File: config.mk
export PLATFORM = sky130hd
export DESIGN_NAME = pls_cell
export DESIGN_NICKNAME = d
export VERILOG_FILES = /design/src/sv/pls_pkg.sv /design/src/sv/pls_cell.sv
export SDC_FILE = /design/constraint.sdc
export NUM_CORES = 1
export LEC_CHECK = 0
export ABC_CLOCK_PERIOD_IN_PS = 3500
export BUFFER_PORTS_ARGS = -buffer_cell sky130_fd_sc_hd__buf_2
export CAP_MARGIN = 25
export CORE_ASPECT_RATIO = 2
export CORE_MARGIN = 4
export CORE_UTILIZATION = 36
export DETAILED_ROUTE_END_ITERATION = 8
export HOLD_SLACK_MARGIN = 0.12
export PLACE_DENSITY = 0.89
export SYNTH_ARGS = -nofsm -noshare
export SYNTH_HDL_FRONTEND = slang
export SYNTH_SLANG_ARGS = --single-unit
File: constraint.sdc
create_clock -name i_clk -period 3.5 [get_ports i_clk]
set_input_delay 0.35 -clock i_clk [delete_from_list [all_inputs] [get_ports i_clk]]
set_output_delay 0.35 -clock i_clk [all_outputs]
set_load 0.01 [all_outputs]
File: src/sv/pls_pkg.sv
package pls_pkg;

    localparam int CMD_W      = 3;
    localparam int POS_W      = 7;
    localparam int DATA_W     = 32;
    localparam int STATUS_W   = 2;
    localparam int COUNT_W    = 7;
    localparam int IN_TDATA_W  = 48;
    localparam int OUT_TDATA_W = 48;

    // cells folded into one register of the select tree
    localparam int GROUP_SIZE = 8;

    localparam logic [CMD_W-1:0] CMD_INS_FRONT = 3'd0;
    localparam logic [CMD_W-1:0] CMD_INS_END   = 3'd1;
    localparam logic [CMD_W-1:0] CMD_INS_AT    = 3'd2;
    localparam logic [CMD_W-1:0] CMD_REM_FRONT = 3'd3;
    localparam logic [CMD_W-1:0] CMD_REM_END   = 3'd4;
    localparam logic [CMD_W-1:0] CMD_REM_AT    = 3'd5;
    localparam logic [CMD_W-1:0] CMD_READ      = 3'd6;

    localparam logic [STATUS_W-1:0] ST_OK    = 2'd0;
    localparam logic [STATUS_W-1:0] ST_FULL  = 2'd1;
    localparam logic [STATUS_W-1:0] ST_RANGE = 2'd2;

    typedef enum logic [1:0] {
        CH_HOLD,
        CH_INSERT,
        CH_REMOVE
    } t_chain_op;

    typedef enum logic [1:0] {
        S_IDLE,
        S_REDUCE,
        S_OUT
    } t_state;

endpackage

File: src/sv/pls_cell.sv
module pls_cell
    import pls_pkg::*;
#(
    parameter int VALUE_WIDTH = 32,
    parameter int PW          = 7,
    parameter int INDEX       = 0
) (
    input  logic                   i_clk,
    input  t_chain_op              i_op,
    input  logic [PW-1:0]          i_pos,
    input  logic [VALUE_WIDTH-1:0] i_new,
    input  logic [VALUE_WIDTH-1:0] i_left,
    input  logic [VALUE_WIDTH-1:0] i_right,
    output logic [VALUE_WIDTH-1:0] o_value,
    output logic [VALUE_WIDTH-1:0] o_sel
);

    localparam logic [PW-1:0] IDX = PW'(INDEX);

    logic [VALUE_WIDTH-1:0] r_value;

    // insert: fill the gap at pos, cells behind it take the left neighbor
    // remove: cells at and behind pos take the right neighbor
    always_ff @(posedge i_clk) begin
        unique case (i_op)
            CH_INSERT: begin
                if (IDX == i_pos) begin
                    r_value <= i_new;
                end else if (IDX > i_pos) begin
                    r_value <= i_left;
                end
            end
            CH_REMOVE: begin
                if (IDX >= i_pos) begin
                    r_value <= i_right;
                end
            end
            default: begin
            end
        endcase
    end

    assign o_value = r_value;
    assign o_sel   = (IDX == i_pos) ? r_value : '0;

endmodule

Yosys cells after proc, flatten, opt, wreduce, memory -nomap -nowiden
Index checks and enable logic that the tools add are counted.

Flip-flop bits (word level): 32. Output and inout port bits: 64. Logic and storage cells: 15.

Order comparisons: 2. Eq/ne operators: 4. Multiplexer cells: 5. Reduce and logical (&&, ||, !) cells: 3.

Operators by type and width (count): 2-to-1 mux 32 bit (4); one-hot mux 32 bit (2 select lines) (1); >= comparator 1 x 7 -> 1 bit, first input constant (1); > comparator 1 x 7 -> 1 bit, first input constant (1); zero test 7 bit (1); != test 3 bit, second input constant (1); AND reduction 3 bit (1); == test 2 x 1 -> 1 bit, second input constant (1); == test 2 bit, second input constant (1); != test 2 bit, second input constant (1); nonzero test 2 bit (1).

Logic depth before layout (Yosys ltp)
Depth after elaboration: 4. Mapped depth: 6. Gate-level depth less buffers: 3.

Worst setup path after synthesis
No wires, ideal clock.

Path type: in2reg. From: input i_pos[4]. To: register r_value[0] (netlist: o_value[0]) (enable). Setup time: 0.432 ns. Arrival time: 3.113 ns. Required time: 3.068 ns. Path slack: -0.045 ns. Stages: 6. Cell sequence: or4_4 buf_6 or2_1 buf_6 buf_6 a21oi_1.

Word-level cells in the longest chain between the ends: 3.

Ends and longest elaborated chain: start, declared (RTL line pls_cell.sv:10) `input logic [PW-1:0] i_pos,`; > comparator 1 x 7 -> 1 bit, or another cell as far along (RTL line pls_cell.sv:29) `end else if (IDX > i_pos) begin`; != test 3 bit (no source line) or != test 2 bit (tied branches); AND reduction 3 bit (no source line) *; end signal, assigned (RTL line pls_cell.sv:28) `r_value <= i_new;`; end signal, assigned (RTL line pls_cell.sv:30) `r_value <= i_left;`; end signal, assigned (RTL line pls_cell.sv:35) `r_value <= i_right;`; end, declared (RTL line pls_cell.sv:20) `logic [VALUE_WIDTH-1:0] r_value;`.

Mark *: on every way between the ends. The rest lies on a longest branch, timed or not. A chain may end at the register's enable or synchronous reset.

Worst setup path after layout
From: input i_pos[4]. To: output o_sel[19].

Word-level cells in the longest chain between the ends: 2.

Ends and longest elaborated chain: zero test 7 bit (RTL line pls_cell.sv:44) `assign o_sel = (IDX == i_pos) ? r_value : '0;`; 2-to-1 mux 32 bit (RTL line pls_cell.sv:44); end, declared (RTL line pls_cell.sv:15) `output logic [VALUE_WIDTH-1:0] o_sel`.

No other way between the ends.

==> impl_summary.md <==
Synthesis
Among all cell types in the netlist, the one instantiated most often is sky130_fd_sc_hd__nand2_1. By count the netlist is led by 56 x sky130_fd_sc_hd__nand2_1, 47 x sky130_fd_sc_hd__o211ai_1, 32 x sky130_fd_sc_hd__and2_1, 32 x sky130_fd_sc_hd__edfxtp_1, 21 x sky130_fd_sc_hd__clkbuf_1. The synthesized netlist contains 19 unique library cells. Each instance of the synthesized netlist takes up on average 9.25 um^2.

The largest area contributor in the synthesized netlist is sky130_fd_sc_hd__edfxtp_1. The share of synthesized registers carrying an async set or reset is 0. In the post-synthesis netlist, the biggest area contributors are sky130_fd_sc_hd__edfxtp_1 46%, sky130_fd_sc_hd__o211ai_1 17%, sky130_fd_sc_hd__nand2_1 10%, sky130_fd_sc_hd__and2_1 9.5%, sky130_fd_sc_hd__o211ai_2 5.3%. Synthesis inferred 32 register bits.

The number of enable-type register cells in the synthesized netlist is 32. The share of synthesized area in the top cell type comes to 0.456. The synthesized area is about 0.0021 mm^2.

The synthesized net count is between 300 and 400. In the synthesized netlist, the number of instances is around 230. The count of warnings emitted by yosys is 0. The predominant post-synthesis flop cell is sky130_fd_sc_hd__edfxtp_1. The share of the Yosys chip area taken by registers is 0.456.

STA
Setup violations remaining at the end of the flow were counted as 0. The count of final hold-check violations is 0. The final sum of negative setup slack is 0 ps. For this run, the top clock speed supported by timing is 395 MHz. Hold is met by around 380 ps. The clock period minus final worst setup slack is around 2500 ps. The slew at the pin closest to its max-slew limit is about 650 ps. The number of max-slew violations in the final report is 0.

The ratio of final minimum period to clock period is 0.723. Setup slack closes at slightly below 1000 ps. Setup repair after global routing left no endpoint under its margin. Headroom to the max-slew limit came out at 0.568.

Drt
The number of vias in the routed layout is roughly 2400. The first-pass iteration count of the detailed router is 4. The final routed DRC violation total is 0. The first routing iteration left 136 violations. For this block, the routed nets add up to around 7.3 mm of wire. In the routed layout, each cell is associated on average with a via count of 5.27. After detailed routing, the average wire length per cell comes to approximately 16 um. In this run the remaining antenna-violating nets after routing total 0.

Final layout
In the final design database the tool counted between 400 and 500 nets. The total non-filler cell area in the finished layout is a little over 0.003 mm^2. The final cell count without fillers is ~450.

The utilization after layout is 0.546. The register with the most flip-flops in the layout has 32 of them. In the final layout, the share of cells above drive strength 1 is 0.503. 0 antenna diodes ended up in the layout. The area growth from synthesis to layout is 47.7%.

Placement
The placed instance count is between 400 and 500. The area after detailed placement is 0.00298 mm^2. The routability congestion estimate is 0.794. Detailed placement ended at an HPWL of roughly 5.7 mm. Prior to clock tree synthesis, the placed netlist has a worst setup slack of 955 ps. Input and output buffers added on the ports amount to ~170.

Global routing
The initial antenna violation count came to 0. The total congestion overflow is 0. The maximum number of pins on one net before global-route repair is 39. The wire length of the first global-routing pass is 10.6 mm.

Across every metal layer, demand over resource in global routing totals 0.184. The via count of the first global-routing pass is 2235.

Power
For this design the static power due to leakage is ~1.5 nW. The worst-case IR drop observed on VDD is 0.000432 V. Power spread over the standard cell area amounts to around 310 mW/mm^2.

The total power draw is just under 1 mW.

Hold path
The hold path startpoint is i_right[27]. The worst hold endpoint is o_value[27]$_DFFE_PP_. Counting instances, the worst hold path has a depth of 3. The min-delay analysis places its worst path in the category input pin to flop.

Clocking
TritonCTS built the clock tree. The number of buffers inserted during clock tree synthesis is 5. The count of clock tree sinks is 32.

CTS placed an instance of sky130_fd_sc_hd__clkbuf_16 at the clock tree root. After clock tree synthesis, the flow added hold-fix buffers numbering 0. The number of instances resized during post-cts repair is 0.

The maximum buffer depth of the clock tree is 2. Clock-pin slew was measured on the worst setup and hold paths at 50 ps. Post-CTS timing repair inserted 0 buffers for setup. The number of levels the H-tree was split into is 2.

Worst setup path
The largest driver fanout on the critical path is 34. The arrival time reported for the critical path endpoint is around 2200 ps. For this run, the slowest stage of the critical path takes between 700 and 800 ps. For this design, the slowest cell found on the critical path is sky130_fd_sc_hd__or4_4.

The critical path is of the input pin to primary output type. The most common cell type on the critical path is sky130_fd_sc_hd__buf_2. Data on the critical path is required at its endpoint by 3150 ps. The element type at the critical path end is a primary output.

The critical path startpoint category is an input pin. Traced cell by cell, the critical path runs through buf_2 -> or4_4 -> nor2_1 -> buf_4 -> and2_1 -> buf_2.

Die
In this run the core area contains 39 standard-cell rows. The floorplan step defined a die boundary enclosing about 0.0072 mm^2. The standard cell core area is between 0.005 and 0.006 mm^2. The y dimension of the die is around 120 um. The number of top-level pins is between 150 and 200. The initial core utilization is 0.369. The horizontal die dimension is between 60 and 70 um.

Run status
The run finished with clean final reports.

Run
Across the run, the number of max-cap violations was 0.
-- worst max-delay path by stage --
stage,endpoint,startpoint,slack (ps),cells past startpoint
6_report,o_sel[19],i_pos[4],970,6
5_1_grt,o_sel[11],i_pos[4],830,6
4_1_cts,o_sel[19],i_pos[4],960,6
3_5_place_dp,o_sel[19],i_pos[4],950,6
3_3_place_gp,o_value[23]$_DFFE_PP_,i_pos[4],1050,5
2_1_floorplan,o_value[0]$_DFFE_PP_,i_pos[4],680,6
-- power breakdown --
group | internal, mW | leakage [nW] | switching, mW | total, mW
Sequential | 0.428 | 0.282 | 0.000670 | 0.428
Clock | 0.253 | 0.0648 | 0.132 | 0.385
Combinational | 0.0776 | 1.11 | 0.0791 | 0.157
-- cell usage in the layout, fill, tap and decap left out, drive strengths merged --
| cell type | count |
|---|---|
| a21oi | 5 |
| a41oi | 4 |
| and2 | 32 |
| buf | 176 |
| clkbuf | 5 |
| clkinv | 2 |
| edfxtp | 32 |
| inv | 1 |
| nand2 | 56 |
| nand2b | 2 |
| nor2 | 6 |
| nor2b | 1 |
| nor4 | 1 |
| o211ai | 56 |
| o21ai | 4 |
| or2 | 1 |
| or3 | 1 |
| or4 | 1 |
-- layer usage --
layer	global-route usage	vias up	wire, um
met3	0.0318	12	486
li1	-	1142	-
met1	0.198	1092	2620
met5	0	-	0
met4	0.0781	0	182
met2	0.346	111	4010
-- worst max-delay path, delay by kind of cell --
kind | cells | cell delay [ps]
and+or+nand+nor | 3 | 1300
buffers and inverters | 3 | 540
-- kinds of logic after synthesis --
group,count (synthesis),synth area share
AND/OR/NAND/NOR,101,0.228
AO/OA/AOI/OAI,69,0.259
flip-flops,32,0.456
buffers and inverters,26,0.0575
-- final cells by class --
type / count / area [um^2]
clock inverters: 2 / 7.51
repair buffers: 176 / 898
clock buffers: 5 / 125
inverters: 1 / 3.75
multi-input cells: 170 / 1040
flip-flops and latches: 32 / 961
fillers: 539 / 2590
well taps: 61 / 76.3
No activity file was read; power rests on OpenSTA's default activity.
